`src/hdl/rgbcs_pkg.sv`:
```
`timescale 1ns / 1ps
// ----------------------------------------------------------------------------
// rgbcs_pkg
// Shared types and constants for the RGB min-max contrast stretch block.
// ----------------------------------------------------------------------------
package rgbcs_pkg;

   localparam int unsigned PIX_W     = 8;
   localparam int unsigned DIV_STEPS = PIX_W;
   localparam int unsigned CNT_W     = $clog2(DIV_STEPS);

   localparam logic [PIX_W-1:0] PIX_MAX  = 8'hff;
   localparam logic [PIX_W-1:0] PIX_ZERO = 8'h00;

   // Input command codes.
   localparam logic CMD_MEASURE = 1'b0;
   localparam logic CMD_STRETCH = 1'b1;

   typedef enum logic [1:0] {
      ST_IDLE,
      ST_CALC,
      ST_WRITE
   } ctrl_state_type;

   // Commands from the controller to the datapath.
   typedef struct packed {
      logic measure;  // fold the incoming pixel into the statistics
      logic load;     // capture the incoming pixel and set up the dividers
      logic step;     // one quotient bit in every lane
      logic write;    // move the finished pixel into the output register
   } ctrl_cmd_type;

endpackage

```
`src/hdl/rgbcs_lane.sv`:
```
`timescale 1ns / 1ps
// ----------------------------------------------------------------------------
// rgbcs_lane
// One colour channel: floor(255*(v-min)/(max-min)) by restoring division,
// one quotient bit per step.
// ----------------------------------------------------------------------------
module rgbcs_lane (
   input  logic                         clock,
   input  logic                         load,
   input  logic                         step,
   input  logic [rgbcs_pkg::PIX_W-1:0]  value,
   input  logic [rgbcs_pkg::PIX_W-1:0]  lo,
   input  logic [rgbcs_pkg::PIX_W-1:0]  hi,
   output logic [rgbcs_pkg::PIX_W-1:0]  result
);

   localparam int unsigned W = rgbcs_pkg::PIX_W;

   logic [W-1:0]   rem_ff,  rem_in;
   logic [W-1:0]   nlo_ff,  nlo_in;
   logic [W-1:0]   span_ff, span_in;
   logic [W-1:0]   quot_ff, quot_in;
   logic           zero_ff, zero_in;
   logic           sat_ff,  sat_in;

   logic [W-1:0]   diff;
   logic [2*W-1:0] numer;
   logic [W:0]     trial;
   logic [W:0]     trial_sub;
   logic           fits;

   // 255*d is (d << 8) - d; d < span keeps the top byte below span.
   assign diff      = value - lo;
   assign numer     = {diff, {W{1'b0}}} - {{W{1'b0}}, diff};
   assign trial     = {rem_ff, nlo_ff[W-1]};
   assign trial_sub = trial - {1'b0, span_ff};
   assign fits      = (trial >= {1'b0, span_ff});

   always_comb begin
      rem_in  = rem_ff;
      nlo_in  = nlo_ff;
      span_in = span_ff;
      quot_in = quot_ff;
      zero_in = zero_ff;
      sat_in  = sat_ff;
      if (load) begin
         zero_in = (hi <= lo) || (value <= lo);
         sat_in  = !((hi <= lo) || (value <= lo)) && (value >= hi);
         span_in = hi - lo;
         rem_in  = numer[2*W-1:W];
         nlo_in  = numer[W-1:0];
         quot_in = rgbcs_pkg::PIX_ZERO;
      end else if (step) begin
         rem_in  = fits ? trial_sub[W-1:0] : trial[W-1:0];
         nlo_in  = {nlo_ff[W-2:0], 1'b0};
         quot_in = {quot_ff[W-2:0], fits};
      end
   end

   always_ff @(posedge clock) begin
      rem_ff  <= rem_in;
      nlo_ff  <= nlo_in;
      span_ff <= span_in;
      quot_ff <= quot_in;
      zero_ff <= zero_in;
      sat_ff  <= sat_in;
   end

   always_comb begin
      priority if (zero_ff) begin
         result = rgbcs_pkg::PIX_ZERO;
      end else if (sat_ff) begin
         result = rgbcs_pkg::PIX_MAX;
      end else begin
         result = quot_ff;
      end
   end

endmodule

```
`src/hdl/rgbcs_datapath.sv`:
```
`timescale 1ns / 1ps
// ----------------------------------------------------------------------------
// rgbcs_datapath
// Statistics registers, enable register, three divider lanes and the
// output register.
// ----------------------------------------------------------------------------
module rgbcs_datapath (
   input  logic                         clock,
   input  logic                         reset,
   input  rgbcs_pkg::ctrl_cmd_type      cmd,
   input  logic                         csr_wr_en,
   input  logic                         csr_wr_data,
   input  logic                         frame_start,
   input  logic [rgbcs_pkg::PIX_W-1:0]  blue_in,
   input  logic [rgbcs_pkg::PIX_W-1:0]  green_in,
   input  logic [rgbcs_pkg::PIX_W-1:0]  red_in,
   input  logic [rgbcs_pkg::PIX_W-1:0]  alpha_in,
   output logic [rgbcs_pkg::PIX_W-1:0]  blue_out,
   output logic [rgbcs_pkg::PIX_W-1:0]  green_out,
   output logic [rgbcs_pkg::PIX_W-1:0]  red_out,
   output logic [rgbcs_pkg::PIX_W-1:0]  alpha_out,
   output logic                         was_stretched
);

   localparam int unsigned W = rgbcs_pkg::PIX_W;

   logic         enabled_ff, enabled_in;
   logic [W-1:0] bmin_ff, bmin_in, bmax_ff, bmax_in;
   logic [W-1:0] gmin_ff, gmin_in, gmax_ff, gmax_in;
   logic [W-1:0] rmin_ff, rmin_in, rmax_ff, rmax_in;
   logic [W-1:0] bmin_base, bmax_base, gmin_base, gmax_base, rmin_base, rmax_base;

   logic [W-1:0] raw_b_ff, raw_g_ff, raw_r_ff, raw_a_ff;
   logic         use_ff;
   logic [W-1:0] lane_b, lane_g, lane_r;

   logic [W-1:0] blue_ff, green_ff, red_ff, alpha_ff;
   logic         stretched_ff;

   // A frame start restarts the statistics before the marked pixel counts.
   always_comb begin
      bmin_base = frame_start ? rgbcs_pkg::PIX_MAX  : bmin_ff;
      bmax_base = frame_start ? rgbcs_pkg::PIX_ZERO : bmax_ff;
      gmin_base = frame_start ? rgbcs_pkg::PIX_MAX  : gmin_ff;
      gmax_base = frame_start ? rgbcs_pkg::PIX_ZERO : gmax_ff;
      rmin_base = frame_start ? rgbcs_pkg::PIX_MAX  : rmin_ff;
      rmax_base = frame_start ? rgbcs_pkg::PIX_ZERO : rmax_ff;

      bmin_in = bmin_ff; bmax_in = bmax_ff;
      gmin_in = gmin_ff; gmax_in = gmax_ff;
      rmin_in = rmin_ff; rmax_in = rmax_ff;
      if (cmd.measure) begin
         bmin_in = (blue_in  < bmin_base) ? blue_in  : bmin_base;
         bmax_in = (blue_in  > bmax_base) ? blue_in  : bmax_base;
         gmin_in = (green_in < gmin_base) ? green_in : gmin_base;
         gmax_in = (green_in > gmax_base) ? green_in : gmax_base;
         rmin_in = (red_in   < rmin_base) ? red_in   : rmin_base;
         rmax_in = (red_in   > rmax_base) ? red_in   : rmax_base;
      end
      enabled_in = csr_wr_en ? csr_wr_data : enabled_ff;
   end

   always_ff @(posedge clock) begin
      if (reset) begin
         enabled_ff <= 1'b1;
         bmin_ff    <= rgbcs_pkg::PIX_MAX;
         gmin_ff    <= rgbcs_pkg::PIX_MAX;
         rmin_ff    <= rgbcs_pkg::PIX_MAX;
         bmax_ff    <= rgbcs_pkg::PIX_ZERO;
         gmax_ff    <= rgbcs_pkg::PIX_ZERO;
         rmax_ff    <= rgbcs_pkg::PIX_ZERO;
      end else begin
         enabled_ff <= enabled_in;
         bmin_ff    <= bmin_in;
         gmin_ff    <= gmin_in;
         rmin_ff    <= rmin_in;
         bmax_ff    <= bmax_in;
         gmax_ff    <= gmax_in;
         rmax_ff    <= rmax_in;
      end
   end

   always_ff @(posedge clock) begin
      if (cmd.load) begin
         raw_b_ff <= blue_in;
         raw_g_ff <= green_in;
         raw_r_ff <= red_in;
         raw_a_ff <= alpha_in;
         use_ff   <= enabled_ff;
      end
      if (cmd.write) begin
         blue_ff      <= use_ff ? lane_b : raw_b_ff;
         green_ff     <= use_ff ? lane_g : raw_g_ff;
         red_ff       <= use_ff ? lane_r : raw_r_ff;
         alpha_ff     <= raw_a_ff;
         stretched_ff <= use_ff;
      end
   end

   rgbcs_lane u_lane_b (
      .clock  (clock),
      .load   (cmd.load),
      .step   (cmd.step),
      .value  (blue_in),
      .lo     (bmin_ff),
      .hi     (bmax_ff),
      .result (lane_b)
   );

   rgbcs_lane u_lane_g (
      .clock  (clock),
      .load   (cmd.load),
      .step   (cmd.step),
      .value  (green_in),
      .lo     (gmin_ff),
      .hi     (gmax_ff),
      .result (lane_g)
   );

   rgbcs_lane u_lane_r (
      .clock  (clock),
      .load   (cmd.load),
      .step   (cmd.step),
      .value  (red_in),
      .lo     (rmin_ff),
      .hi     (rmax_ff),
      .result (lane_r)
   );

   assign blue_out      = blue_ff;
   assign green_out     = green_ff;
   assign red_out       = red_ff;
   assign alpha_out     = alpha_ff;
   assign was_stretched = stretched_ff;

endmodule

```
`src/hdl/rgbcs_ctrl.sv`:
```
`timescale 1ns / 1ps
// ----------------------------------------------------------------------------
// rgbcs_ctrl
// Sequencer: accepts beats, runs the divider steps and owns the result
// valid flag.
// ----------------------------------------------------------------------------
module rgbcs_ctrl (
   input  logic                     clock,
   input  logic                     reset,
   input  logic                     req_valid,
   input  logic                     req_command,
   output logic                     req_ready,
   output logic                     rsp_valid,
   input  logic                     rsp_ready,
   output rgbcs_pkg::ctrl_cmd_type  cmd
);

   localparam int unsigned CW = rgbcs_pkg::CNT_W;
   localparam logic [CW-1:0] LAST_STEP = CW'(rgbcs_pkg::DIV_STEPS - 1);

   rgbcs_pkg::ctrl_state_type state_ff, state_in;
   logic [CW-1:0]             count_ff, count_in;
   logic                      rsp_valid_ff, rsp_valid_in;
   logic                      out_free;

   assign out_free = !rsp_valid_ff || rsp_ready;

   always_ff @(posedge clock) begin
      if (reset) begin
         state_ff     <= rgbcs_pkg::ST_IDLE;
         count_ff     <= '0;
         rsp_valid_ff <= 1'b0;
      end else begin
         state_ff     <= state_in;
         count_ff     <= count_in;
         rsp_valid_ff <= rsp_valid_in;
      end
   end

   always_comb begin
      state_in  = state_ff;
      count_in  = count_ff;
      req_ready = 1'b0;
      cmd       = '0;
      unique case (state_ff)
         rgbcs_pkg::ST_IDLE: begin
            req_ready = 1'b1;
            if (req_valid) begin
               if (req_command == rgbcs_pkg::CMD_MEASURE) begin
                  cmd.measure = 1'b1;
               end else begin
                  cmd.load = 1'b1;
                  count_in = '0;
                  state_in = rgbcs_pkg::ST_CALC;
               end
            end
         end
         rgbcs_pkg::ST_CALC: begin
            cmd.step = 1'b1;
            if (count_ff == LAST_STEP) begin
               count_in = '0;
               state_in = rgbcs_pkg::ST_WRITE;
            end else begin
               count_in = count_ff + 1'b1;
            end
         end
         rgbcs_pkg::ST_WRITE: begin
            if (out_free) begin
               cmd.write = 1'b1;
               state_in  = rgbcs_pkg::ST_IDLE;
            end
         end
         default: begin
            state_in = rgbcs_pkg::ST_IDLE;
            count_in = '0;
         end
      endcase
      if (cmd.write) begin
         rsp_valid_in = 1'b1;
      end else if (rsp_ready) begin
         rsp_valid_in = 1'b0;
      end else begin
         rsp_valid_in = rsp_valid_ff;
      end
   end

   assign rsp_valid = rsp_valid_ff;

   a_load_starts_calc: assert property (@(posedge clock) disable iff (reset)
      cmd.load |=> (state_ff == rgbcs_pkg::ST_CALC) && (count_ff == '0))
      else $error("load did not start the divider from step zero");

   a_write_sets_valid: assert property (@(posedge clock) disable iff (reset)
      cmd.write |=> rsp_valid_ff)
      else $error("written result not flagged valid");

   a_idle_count_clear: assert property (@(posedge clock) disable iff (reset)
      (state_ff == rgbcs_pkg::ST_IDLE) |-> (count_ff == '0))
      else $error("step counter not clear while idle");

   a_write_when_free: assert property (@(posedge clock) disable iff (reset)
      ((state_ff == rgbcs_pkg::ST_WRITE) && !rsp_valid_ff) |=>
         (state_ff == rgbcs_pkg::ST_IDLE) && rsp_valid_ff)
      else $error("free output register was not written");

endmodule

```
`src/hdl/rgb_contrast_stretch_top.sv`:
```
`timescale 1ns / 1ps
// ----------------------------------------------------------------------------
// rgb_contrast_stretch_top
// Min-max contrast stretch for BGRA pixels, measure pass then stretch pass.
// ----------------------------------------------------------------------------
// The host sends each frame twice. A measure beat (command 0) folds red,
// green and blue into running minima and maxima; a frame_start mark on it
// restarts them first. A stretch beat (command 1) maps each colour channel
// to floor(255*(v-min)/(max-min)), clamped to 0..255, passes alpha through
// and produces one result beat; a flat or empty channel (max not above min)
// gives 0. With enabled cleared the pixel comes back unchanged and
// was_stretched is 0. A stretch beat occupies the block while it is captured,
// while the bit-serial restoring dividers run (one quotient bit per cycle,
// the three channels side by side) and while the output register is written;
// no new beat is accepted before that write. The output register decouples
// the sides: measure beats and the next stretch beat are accepted while a
// result still waits for rsp_ready, and only the final write waits for the
// register to be free. The enabled register is sampled when a stretch beat
// is accepted.
// ----------------------------------------------------------------------------
module rgb_contrast_stretch_top (
   input  logic        clock,
   input  logic        reset,
   input  logic        req_valid,
   output logic        req_ready,
   input  logic        req_command,
   input  logic        req_frame_start,
   input  logic [7:0]  req_blue_in,
   input  logic [7:0]  req_green_in,
   input  logic [7:0]  req_red_in,
   input  logic [7:0]  req_alpha_in,
   output logic        rsp_valid,
   input  logic        rsp_ready,
   output logic [7:0]  rsp_blue_out,
   output logic [7:0]  rsp_green_out,
   output logic [7:0]  rsp_red_out,
   output logic [7:0]  rsp_alpha_out,
   output logic        rsp_was_stretched,
   input  logic        csr_wr_en,
   input  logic        csr_wr_data
);

   // Command bundle from the sequencer to the datapath.
   rgbcs_pkg::ctrl_cmd_type cmd;

   // The sequencer decides when a beat is taken and which datapath step runs.
   rgbcs_ctrl u_ctrl (
      .clock       (clock),
      .reset       (reset),
      .req_valid   (req_valid),
      .req_command (req_command),
      .req_ready   (req_ready),
      .rsp_valid   (rsp_valid),
      .rsp_ready   (rsp_ready),
      .cmd         (cmd)
   );

   // The datapath holds the statistics, the dividers and the result payload.
   rgbcs_datapath u_datapath (
      .clock         (clock),
      .reset         (reset),
      .cmd           (cmd),
      .csr_wr_en     (csr_wr_en),
      .csr_wr_data   (csr_wr_data),
      .frame_start   (req_frame_start),
      .blue_in       (req_blue_in),
      .green_in      (req_green_in),
      .red_in        (req_red_in),
      .alpha_in      (req_alpha_in),
      .blue_out      (rsp_blue_out),
      .green_out     (rsp_green_out),
      .red_out       (rsp_red_out),
      .alpha_out     (rsp_alpha_out),
      .was_stretched (rsp_was_stretched)
   );

endmodule

```
`config.mk`:
```
export PLATFORM = sky130hd
export DESIGN_NAME = rgb_contrast_stretch_top
export DESIGN_NICKNAME = d
export VERILOG_FILES = /design/src/hdl/rgbcs_pkg.sv /design/src/hdl/rgbcs_lane.sv /design/src/hdl/rgbcs_datapath.sv /design/src/hdl/rgbcs_ctrl.sv /design/src/hdl/rgb_contrast_stretch_top.sv
export SDC_FILE = /design/constraint.sdc
export NUM_CORES = 1
export LEC_CHECK = 0
export ABC_CLOCK_PERIOD_IN_PS = 4200
export BUFFER_PORTS_ARGS = -buffer_cell sky130_fd_sc_hd__buf_2
export CORE_UTILIZATION = 41
export DETAILED_ROUTE_END_ITERATION = 10
export PLACE_DENSITY = 0.68
export SKIP_CTS_REPAIR_TIMING = 1
export SYNTH_ARGS = -nofsm -noshare
export SYNTH_HDL_FRONTEND = slang
export SYNTH_SLANG_ARGS = --single-unit
```
`constraint.sdc`:
```
create_clock -name clock -period 4.2 [get_ports clock]
set_input_delay 0.42 -clock clock [delete_from_list [all_inputs] [get_ports clock]]
set_output_delay 0.42 -clock clock [all_outputs]
set_load 0.05 [all_outputs]
```
==> impl_metrics.ini <==
[outcome]
outcome = completed

[sta]
slew_headroom_pct = 20.7
setup-violations-final = 0
slew_violations = 0
worstMarginPinSlew_ns = 1.19
hold_violations = 0
fmax_mhz = 329
finalCritPeriodShare_pct = 72.4
setup_tns_ns = 0
post-route-min-period_ns = 3.04
fin_skew_ns = 0.0315
rsz0062_at_grt = false

[hold_path]
hold_path.class = input pin to register

[floorplan]
die_x_um = 187
initial_core_util_pct = 41.6
fp.coreArea_um2 = 33500
io_pins = 75
die_area_um2 = 34800
die_y_um = 187
num_rows = 67

[power_and_ir_drop]
total_leakage_power_nw = 6.55
swShare_pct = 29.0
power_frac_seq_pct = 42.4
ir_drop_mv = 0.271
pwr-share-comb_pct = 22.2
total_power_w = 0.00624
power_switching_w = 0.00181
pwr-share-clk_pct = 35.4
powerDensity_nw_per_um2 = 399
p_int_w = 0.00443

[place]
io_buffers = 74
post-dp-hpwl_um = 24700
gp_congestion = 0.869

[logic_synthesis]
yosys.area.top_type_share_pct = 31.0
yosys.cell_types.count = 78
async_reset_ff_share_pct = 0
synth_ff_type = edfxtp_1
synth_seq_cells = 223
synthTopCellsByArea = edfxtp_1 31%, ha_1 14%, dfxtp_1 11%
synth_nets = 1642
yosys_warnings = 0
synth.avg_cell_area_um2 = 9.67
syn_inst = 1444
synth_edf_count = 144
synth.largest_area_cell = edfxtp_1
yosysSeqAreaShare_pct = 42.3
syn_area_um2 = 14000

[setup_path]
path_max_fanout = 7
critPathKind = register to register
startpoint_type = register
arrival_ns = 3.38
cp-end-kind = register
worstPathRequired_ns = 4.54
reg2reg_slack_ns = 1.16

[global_routing]
grt_first_pass_wirelength_um = 54300
grt_antenna_before_repair = 0
grt_util_all_layers_pct = 19.2
grt_max_degree = 61
grt-ovfl-total = 0
grt_pass1_vias = 10599

[drt]
drt-initial-drc-count = 645
drt_first_pass_iters = 5
vias = 11005
wl_um = 33900
drc = 0
avgRoutedWirePerCell_um = 17.2
routed_via_density = 5.57
drtAntennaViolNets = 0

[cts]
cts_sinks = 223
cts_tree = yes
clock_latency_ns = 0.54
clk_pin_slew_ns = 0.06
htree_levels = 1
cts_buffers = 25
root_buffer = clkbuf_16
clockBufferDepth = 3

[job]
max_cap_violations = 0

[final_layout]
final_common_cell = nor2_1
syn_to_final_growth_pct = 12.0
mostFrequentLayoutCells = 157 x nor2_1, 152 x ha_1, 144 x edfxtp_1
num_antenna_cells = 0
layout-drive-gt1-share_pct = 11.1
final_nets = 1705
[per-layer routing]
metal	track usage, %	wire length [µm]	vias up	part of all wire, %
li1	-	-	5374	-
met1	24.9	15300	5268	45
met2	32.7	16000	287	47
met3	2.44	1490	76	4.4
met4	6.75	1050	0	3.1
met5	0	0	-	0
[worst max-delay path, stage by stage, from the launching register on]
cell and delay, ns:
dfxtp_1 0.41, inv_1 0.10, ha_1 0.33, nor2b_1 0.40, o31a_1 0.32, o21ai_2 0.14, a211oi_1 0.54, or3_1 0.29
nand2_1 0.07, a311oi_1 0.25
[power by group through the flow]
| stage | sequential, W | clock, W | combinational (W) |
|---|---|---|---|
| 6_report | 0.00264 | 0.00221 | 0.00139 |
| 5_1_grt | 0.00266 | 0.00234 | 0.00155 |
| 4_1_cts | 0.00264 | 0.00225 | 0.00138 |
| 3_5_place_dp | 0.00269 | 0 | 0.00137 |
| 3_3_place_gp | 0.00269 | 0 | 0.00134 |
| 2_1_floorplan | 0.00265 | 0 | 0.00104 |
[kinds of logic after synthesis]
kind of cell / after synthesis / synth area share [%]
XOR/XNOR: 53 / 3.38
buffers and inverters: 156 / 4.26
multiplexers: 40 / 3.15
AND/OR/NAND/NOR: 448 / 14.9
adder cells (fa/ha/maj): 158 / 14.5
flip-flops: 223 / 42.3
AO/OA/AOI/OAI: 366 / 17.6
[cell type report]
class | instances | area, µm²
Tap cell | 448 | 561
Fill cell | 3204 | 17900
Clock buffer | 34 | 679
Clock inverter | 12 | 145
Sequential cell | 223 | 5910
Timing Repair Buffer | 85 | 453
Inverter | 107 | 404
Multi-Input combinational cell | 1065 | 7480
[worst paths after layout]
path	start	end	cells after the start
min reg2reg	u_datapath.raw_a_ff[0]	u_datapath.alpha_out[0]	0
max	u_datapath.rmin_ff[1]	u_datapath.u_lane_r.nlo_ff[3]	9
min	req_alpha_in[7]	u_datapath.raw_a_ff[7]	1
max reg2reg	u_datapath.rmin_ff[1]	u_datapath.u_lane_r.nlo_ff[3]	9
[cells in the mapped netlist, drive strengths merged, types with 12 or more instances]
library cell  count
nor2            157
ha              152
edfxtp          144
nand2           130
o21ai           108
inv             107
dfxtp            79
a21oi            57
clkbuf           40
mux2             28
nor2b            28
xnor2            28
a21o             27
xor2             25
nor3             24
o22a             24
nand2b           21
nand3            21
o21a             17
a22o             16
nand4            16
a31oi            13
a22oi            12
mux2i            12
[through the flow]
step | setup WS, ns | area, µm² | hold WS [ns] | util, % | cells
after floorplan | 0.370 | 14000 | 0.400 | - | 1444
after global placement | 1.15 | 14800 | 0.401 | 44.1 | 1928
after detailed placement | 1.03 | 14800 | 0.409 | 44.1 | 1928
after CTS | 1.17 | 15600 | 0.0648 | 46.6 | 1974
after global routing | 0.813 | 15600 | 0.0708 | 46.6 | 1974
final | 1.16 | 15600 | 0.0807 | 46.6 | 1974
(Power assumes the default switching activity.)
